File: src/hw/rtl/hsfs_pkg.sv
// ----------------------------------------------------------------------------
// hsfs_pkg
// shared types and codes of the scaled forward step
// ----------------------------------------------------------------------------
package hsfs_pkg;

  localparam int MAX_STATES  = 8;
  localparam int MAX_SYMBOLS = 16;

  typedef enum logic [2:0] {
    OP_LOAD_INIT  = 3'd0,
    OP_LOAD_TRANS = 3'd1,
    OP_LOAD_EMIS  = 3'd2,
    OP_LOAD_THR   = 3'd3,
    OP_OBSERVE    = 3'd4
  } op_t;

  localparam logic [2:0] ST_LOADED   = 3'd0;
  localparam logic [2:0] ST_OBSERVED = 3'd1;
  localparam logic [2:0] ST_OOR      = 3'd2;
  localparam logic [2:0] ST_ZERO     = 3'd3;
  localparam logic [2:0] ST_BAD      = 3'd4;

  localparam logic CFG_STATE_COUNT  = 1'b0;
  localparam logic CFG_SYMBOL_COUNT = 1'b1;

  localparam logic [15:0] ONE_Q15 = 16'd32768;

  function automatic logic [15:0] sat_prob(input logic [15:0] v);
    sat_prob = (v > ONE_Q15) ? ONE_Q15 : v;
  endfunction

endpackage

File: src/hw/rtl/hsfs_div.sv
// ----------------------------------------------------------------------------
// hsfs_div
// restoring divider, one quotient bit per cycle
// ----------------------------------------------------------------------------
module hsfs_div
  import hsfs_pkg::*;
#(
  parameter int NW = 64,
  parameter int DW = 40
) (
  input  logic          clk,
  input  logic          rst_n,
  input  logic          start,
  input  logic [NW-1:0] num,
  input  logic [DW-1:0] den,
  output logic          done,
  output logic [NW-1:0] quot
);

  localparam int CW = $clog2(NW + 1);

  logic [NW-1:0] q_r, q_nxt;
  logic [DW:0]   rem_r, rem_nxt;
  logic [DW-1:0] den_r;
  logic [CW-1:0] cnt_r;
  logic          busy_r, done_r;
  logic [DW:0]   shl;

  always_comb begin
    shl     = {rem_r[DW-1:0], q_r[NW-1]};
    q_nxt   = {q_r[NW-2:0], 1'b0};
    rem_nxt = shl;
    if (shl >= {1'b0, den_r}) begin
      rem_nxt  = shl - {1'b0, den_r};
      q_nxt[0] = 1'b1;
    end
  end

  always_ff @(posedge clk) begin
    if (!rst_n) begin
      busy_r <= 1'b0;
      done_r <= 1'b0;
      cnt_r  <= '0;
    end else begin
      done_r <= 1'b0;
      if (start) begin
        busy_r <= 1'b1;
        cnt_r  <= CW'(NW);
        q_r    <= num;
        rem_r  <= '0;
        den_r  <= den;
      end else if (busy_r) begin
        q_r   <= q_nxt;
        rem_r <= rem_nxt;
        cnt_r <= cnt_r - 1'b1;
        if (cnt_r == CW'(1)) begin
          busy_r <= 1'b0;
          done_r <= 1'b1;
        end
      end
    end
  end

  assign done = done_r;
  assign quot = q_r;

endmodule

File: config.mk
export PLATFORM = sky130hd
export DESIGN_NAME = hsfs_div
export DESIGN_NICKNAME = d
export VERILOG_FILES = /design/src/hw/rtl/hsfs_pkg.sv /design/src/hw/rtl/hsfs_div.sv
export SDC_FILE = /design/constraint.sdc
export NUM_CORES = 1
export LEC_CHECK = 0
export ABC_CLOCK_PERIOD_IN_PS = 4200
export BUFFER_PORTS_ARGS = -buffer_cell sky130_fd_sc_hd__clkbuf_2
export CAP_MARGIN = 20
export CORE_MARGIN = 3
export CORE_UTILIZATION = 50
export CTS_CLUSTER_DIAMETER = 120
export DETAILED_ROUTE_END_ITERATION = 7
export PLACE_DENSITY = 0.85
export SYNTH_ARGS = -nofsm -noshare
export SYNTH_HDL_FRONTEND = slang
export SYNTH_SLANG_ARGS = --single-unit
export TNS_END_PERCENT = 30
File: constraint.sdc
create_clock -name clk -period 4.2 [get_ports clk]
set_input_delay 0.84 -clock clk [delete_from_list [all_inputs] [get_ports clk]]
set_output_delay 0.84 -clock clk [all_outputs]
set_load 0.01 [all_outputs]
Word-level counts from Yosys, hierarchy flattened
Cells that the tools add are included.
- register bits after elaboration: 153
- input port bits: 107
- output and inout bits: 65
- reductions and logical operators: 5
- equality and inequality tests: 1
- add/sub/neg operators: 2
- bitwise gates (word level): 2
- mux-type cells: 11
- magnitude comparators: 1
- operator list (operator ; count):
    $mux W64 ; 2
    $mux W40 ; 2
    $ge A41 B40 Y1 ; 1
    $sub A40 B40 Y40 ; 1
    $mux W7 ; 2
    $eq A7 B1 Y1 const B ; 1
    $sub A7 B1 Y7 const B ; 1
    $mux W1 ; 5
    $reduce_and A2 Y1 ; 2
    $reduce_or A3 Y1 ; 1
    $not A1 Y1 ; 2
    $reduce_bool A2 Y1 ; 1
    $reduce_or A2 Y1 ; 1

Logic depth before layout (Yosys ltp)
- word-level depth: 4
- depth in mapped cells: 14
- depth with buffers taken out: 13

Worst setup path before layout
Ideal clock, no wire load.
- path type: input to register
- start point: input start
- end point: register busy_r
- required time: 4.131 ns
- stages on the path: 3
- data arrival time: 3.922 ns
- path buffers: 1
- path slack: 0.210 ns
- library setup time: 0.069 ns
- cells stage by stage: clkbuf_1 -> o21a_1 -> o41a_1
- cells in the longest elaborated chain, start to end: 1
- ends and longest elaborated chain (what ; RTL line ; RTL):
    from (decl) ; hsfs_div.sv:13 ; input logic start,
    $mux W1 ; hsfs_div.sv:46 ; if (start) begin
    to (signal assigned) ; hsfs_div.sv:41 ; busy_r <= 1'b0;
    to (signal assigned) ; hsfs_div.sv:47 ; busy_r <= 1'b1;
    to (signal assigned) ; hsfs_div.sv:57 ; busy_r <= 1'b0;
    to (decl) ; hsfs_div.sv:26 ; logic busy_r, done_r;
Every way passes these cells.
A chain may end at the register's enable or synchronous reset.

Worst setup path in the final report
- start point: register q_r[63] (netlist: quot[63])
- end point: register rem_r[38] (data pin)
- cells in the longest elaborated chain, start to end: 3
- ends and longest elaborated chain (what ; RTL line ; RTL):
    from (decl) ; hsfs_div.sv:22 ; logic [NW-1:0] q_r, q_nxt;
    from (signal assigned) ; hsfs_div.sv:49 ; q_r <= num;
    from (signal assigned) ; hsfs_div.sv:53 ; q_r <= q_nxt;
    $sub A40 B40 Y40 or $ge A41 B40 Y1 (tied branches) ; hsfs_div.sv:34, hsfs_div.sv:33 ;
    $mux W40 * ; hsfs_div.sv:33 ; if (shl >= {1'b0, den_r}) begin
    $mux W40 * ; hsfs_div.sv:52 ; end else if (busy_r) begin
    to (signal assigned) ; hsfs_div.sv:54 ; rem_r <= rem_nxt;
    to (decl) ; hsfs_div.sv:23 ; logic [DW:0] rem_r, rem_nxt;
Mark *: on every way between the ends. The rest lies on a longest branch, timed or not. The select of a mux whose other input is x is not followed.

==> impl_metrics.prom <==
# TYPE chip_impl_metric gauge
chip_impl_metric{name="synth_mux_area_share",unit="%"} 8.79
chip_impl_metric{name="die_area",unit="um2"} 18500
chip_impl_info{name="end_kind",value="flop"} 1
chip_impl_metric{name="drt_pre_antenna_iters",unit=""} 5
chip_impl_metric{name="port_buffers",unit=""} 171
chip_impl_metric{name="cp_data_arrival_time",unit="ns"} 3.79
chip_impl_metric{name="num_vias",unit=""} 6246
chip_impl_metric{name="timing.final.max_slew_violations",unit=""} 0
chip_impl_metric{name="mappedNetlistNets",unit=""} 888
chip_impl_metric{name="core",unit="um2"} 16200
chip_impl_metric{name="crit_fanout",unit=""} 4
chip_impl_metric{name="vdd_ir_drop_max",unit="mV"} 0.346
chip_impl_metric{name="post_cts.resized_instances",unit=""} 0
chip_impl_metric{name="antenna-diode-count",unit=""} 0
chip_impl_metric{name="number_of_max_cap_violations",unit=""} 0
chip_impl_metric{name="worst_pin_slew",unit="ns"} 1.00
chip_impl_info{name="unrepaired_setup_endpoints_after_global_routing",value="no"} 1
chip_impl_metric{name="synthCells",unit=""} 738
chip_impl_metric{name="clock_latency",unit="ns"} 0.43
chip_impl_metric{name="aggregate_global_route_resource_usage",unit="%"} 22.3
chip_impl_metric{name="layout.area.seq",unit="um2"} 4500
chip_impl_info{name="combinational_family_with_the_most_area_after_synthesis",value="compound AO/OA/AOI/OAI gates"} 1
chip_impl_info{name="yosys_most_used_dff",value="sky130_fd_sc_hd__edfxtp_1"} 1
chip_impl_metric{name="horiz_die_dim",unit="um"} 136
chip_impl_metric{name="final.period_utilization",unit="%"} 85.7
chip_impl_metric{name="worst_hold_slack",unit="ns"} 0.504
chip_impl_metric{name="synth_adder_area_share",unit="%"} 6.46
chip_impl_metric{name="post_synth.cell_area_avg",unit="um2"} 11.4
chip_impl_metric{name="grt_start_max_net_pins",unit=""} 64
chip_impl_metric{name="number_of_rows_created_at_floorplan",unit=""} 46
chip_impl_metric{name="yosysTopAreaCellShare",unit="%"} 51.2
chip_impl_metric{name="worst-endpoint-required",unit="ns"} 4.39
chip_impl_metric{name="number_of_buffers_inserted_during_clock_tree_synthesis",unit=""} 17
chip_impl_info{name="crit_path_start_kind",value="flop"} 1
chip_impl_metric{name="fmax",unit="GHz"} 0.278
chip_impl_info{name="layout.cells.most_common",value="sky130_fd_sc_hd__clkbuf_2"} 1
chip_impl_metric{name="power.leakage",unit="nW"} 4.24
chip_impl_metric{name="htree_num_levels",unit=""} 4
chip_impl_metric{name="fillers",unit=""} 1289
chip_impl_metric{name="async_reset_ff_share",unit="%"} 0
chip_impl_metric{name="final_net_count",unit=""} 1055
chip_impl_metric{name="ios",unit=""} 172
chip_impl_metric{name="final.setup.tns",unit="ns"} 0
chip_impl_metric{name="synth_simple_gate_area_share",unit="%"} 9.93
chip_impl_metric{name="clock-sinks",unit=""} 153
chip_impl_metric{name="routabilityCongestion",unit=""} 0.898
chip_impl_info{name="timing.hold.worst.class",value="reg2reg"} 1
chip_impl_info{name="type_of_the_setup_path_with_the_least_slack",value="reg2reg"} 1
chip_impl_metric{name="power_per_cell_area",unit="nW/um2"} 434
chip_impl_info{name="run_status",value="finished, final reports clean"} 1
chip_impl_metric{name="die_y",unit="um"} 136
chip_impl_metric{name="gr-total-overflow",unit=""} 0
chip_impl_info{name="netlist.top_cell.by_area",value="sky130_fd_sc_hd__edfxtp_1"} 1
chip_impl_metric{name="cts_hold_repair.buffers",unit=""} 0
chip_impl_metric{name="grt_first_pass_wirelength",unit="mm"} 31.9
chip_impl_metric{name="flow.area_growth_from_synthesis",unit="%"} 19.2
chip_impl_metric{name="synth-compound-area-share",unit="%"} 13.6
chip_impl_metric{name="worst_clock_skew",unit="ns"} 0.0114
chip_impl_metric{name="synth-edff-count",unit=""} 144
chip_impl_metric{name="initial_utilization",unit="%"} 52.2
chip_impl_info{name="ys_top_cells_by_area",value="sky130_fd_sc_hd__edfxtp_1 51%, sky130_fd_sc_hd__mux2_2 8.7%, sky130_fd_sc_hd__ha_1 6.2%"} 1
chip_impl_metric{name="detail_route.iter0.violations",unit=""} 419
chip_impl_metric{name="multiInputGateArea",unit="um2"} 3600
chip_impl_info{name="grt.busiest_layer",value="met2"} 1
chip_impl_metric{name="seq_area_frac_synth",unit="%"} 53.4
chip_impl_metric{name="grt.met3_usage",unit="%"} 8.48
chip_impl_metric{name="grt_util_met1",unit="%"} 27.0
chip_impl_info{name="final_cell_mix",value="170 x sky130_fd_sc_hd__clkbuf_2, 144 x sky130_fd_sc_hd__edfxtp_1, 72 x sky130_fd_sc_hd__nand2_1"} 1
chip_impl_metric{name="clock_transition_time_at_the_flip_flop_clock_pins_of_the_worst_setup_and_hold_paths",unit="ns"} 0.07
chip_impl_metric{name="avgRoutedWirePerCell",unit="um"} 17.7
chip_impl_metric{name="remaining_routing_drc_violations",unit=""} 0
chip_impl_metric{name="netlist_area",unit="um2"} 8440
chip_impl_metric{name="synth-seq-cells",unit=""} 153
chip_impl_metric{name="number_of_buffers_added_for_setup_after_cts",unit=""} 0
chip_impl_metric{name="vias_in_the_first_global_route",unit=""} 6312
chip_impl_metric{name="antenna_found_initial",unit=""} 0
chip_impl_metric{name="synthXorXnorAreaFrac",unit="%"} 3.74
chip_impl_metric{name="period_needed",unit="ns"} 3.60
chip_impl_info{name="cts_tree",value="done"} 1
chip_impl_metric{name="post_route_cells_drive_above_1_share",unit="%"} 31.4
chip_impl_info{name="clock_tree.root_cell",value="sky130_fd_sc_hd__clkbuf_16"} 1
chip_impl_metric{name="antenna_left",unit=""} 0
chip_impl_metric{name="final_util",unit="%"} 62.2
chip_impl_metric{name="yosys_warnings",unit=""} 0
chip_impl_metric{name="finalHoldViolCount",unit=""} 0
chip_impl_metric{name="synth_cell_type_count",unit=""} 64
chip_impl_metric{name="max-slew-margin-rel",unit="%"} 33.2
chip_impl_metric{name="met2_usage",unit="%"} 37.3
chip_impl_metric{name="postRouteWirelength",unit="mm"} 20.0
chip_impl_metric{name="detail_route.vias_per_cell",unit=""} 5.51
chip_impl_metric{name="clockBufferDepth",unit=""} 2
chip_impl_metric{name="hpwl",unit="mm"} 14.5
chip_impl_metric{name="setup_viol",unit=""} 0
[worst max-delay path: stages, from the launching register on]
cell and delay, ns:
sky130_fd_sc_hd__edfxtp_1 0.40, sky130_fd_sc_hd__inv_1 0.06, sky130_fd_sc_hd__ha_1 0.20, sky130_fd_sc_hd__inv_1 0.07, sky130_fd_sc_hd__fa_1 0.23, sky130_fd_sc_hd__a211oi_1 0.11, sky130_fd_sc_hd__o21ai_0 0.40, sky130_fd_sc_hd__nand3_1 0.22
sky130_fd_sc_hd__a31oi_1 0.41, sky130_fd_sc_hd__o221ai_1 0.23, sky130_fd_sc_hd__o221a_2 0.33, sky130_fd_sc_hd__o311ai_1 0.38, sky130_fd_sc_hd__nand2_1 0.10, sky130_fd_sc_hd__a32o_1 0.21
[path summary, 6_finish.rpt]
path	startpoint	endpoint	slack, ns	cells after the start
hold / removal	cnt_r[1]	cnt_r[1]	0.50	2
setup reg to reg	quot[63]	rem_r[38]	0.60	13
hold reg to reg	cnt_r[1]	cnt_r[1]	0.50	2
setup / recovery	quot[63]	rem_r[38]	0.60	13
[report_power, final]
group / leakage, nW / switching (mW) / internal [mW]
Sequential: 1.45 / 0.0635 / 1.83
Clock: 0.272 / 0.698 / 0.785
Combinational: 2.52 / 0.569 / 0.426
Total: 4.24 / 1.33 / 3.04
[Yosys cell counts, types with 7 or more instances]
library cell and number:
sky130_fd_sc_hd__xnor2_1 20, sky130_fd_sc_hd__o21bai_1 8, sky130_fd_sc_hd__or2_2 7, sky130_fd_sc_hd__xor2_1 16
sky130_fd_sc_hd__nor2_1 44, sky130_fd_sc_hd__nand3_1 12, sky130_fd_sc_hd__dfxtp_1 9, sky130_fd_sc_hd__nand2_1 72
sky130_fd_sc_hd__a21o_1 19, sky130_fd_sc_hd__mux2_2 65, sky130_fd_sc_hd__clkbuf_1 17, sky130_fd_sc_hd__inv_1 52
sky130_fd_sc_hd__nand4_1 8, sky130_fd_sc_hd__a21oi_1 60, sky130_fd_sc_hd__o21ai_0 22, sky130_fd_sc_hd__buf_2 8
sky130_fd_sc_hd__edfxtp_1 144, sky130_fd_sc_hd__ha_1 42, sky130_fd_sc_hd__a211oi_1 16
[state kept, by name, summed over array words and instances (netlist names)]
| register | flops |
|---|---|
| quot | 64 |
| den_r | 40 |
| rem_r | 40 |
| cnt_r | 7 |
| busy_r | 1 |
| done | 1 |
[kinds of logic (layout without fill, tap and decap cells)]
logic type	Yosys count	in the layout
adder cells (fa/ha/maj)	43	43
AND/OR/NAND/NOR	181	181
AO/OA/AOI/OAI	176	176
flip-flops	153	153
buffers and inverters	83	263
multiplexers	66	66
XOR/XNOR	36	36
[metal layers]
layer | part of all wire [%] | up-vias
met2 | 48 | 239
li1 | - | 3051
met4 | 1.7 | 0
met3 | 8.5 | 27
met1 | 41 | 2929
met5 | 0 | -
[through the flow]
step	instances	instance area, um2	power (mW)	setup slack (ns)
after CTS	1134	10100	4.38	0.687
after global routing	1134	10100	4.57	0.357
final	1134	10100	4.37	0.603
after detailed placement	1102	9490	2.90	0.705
after global placement	1102	9490	2.87	0.792
after floorplan	738	8440	2.64	0.210
[cell type report]
cell class                 count  share of cell area, %
clock buffer                  18                   4.27
clock inverter                14                   1.33
inverter                      53                   1.98
multi-input combinational    502                   35.8
sequential                   153                   44.8
tap                          216                   2.69
timing repair buffer         178                   9.18
(Power assumes the default switching activity.)
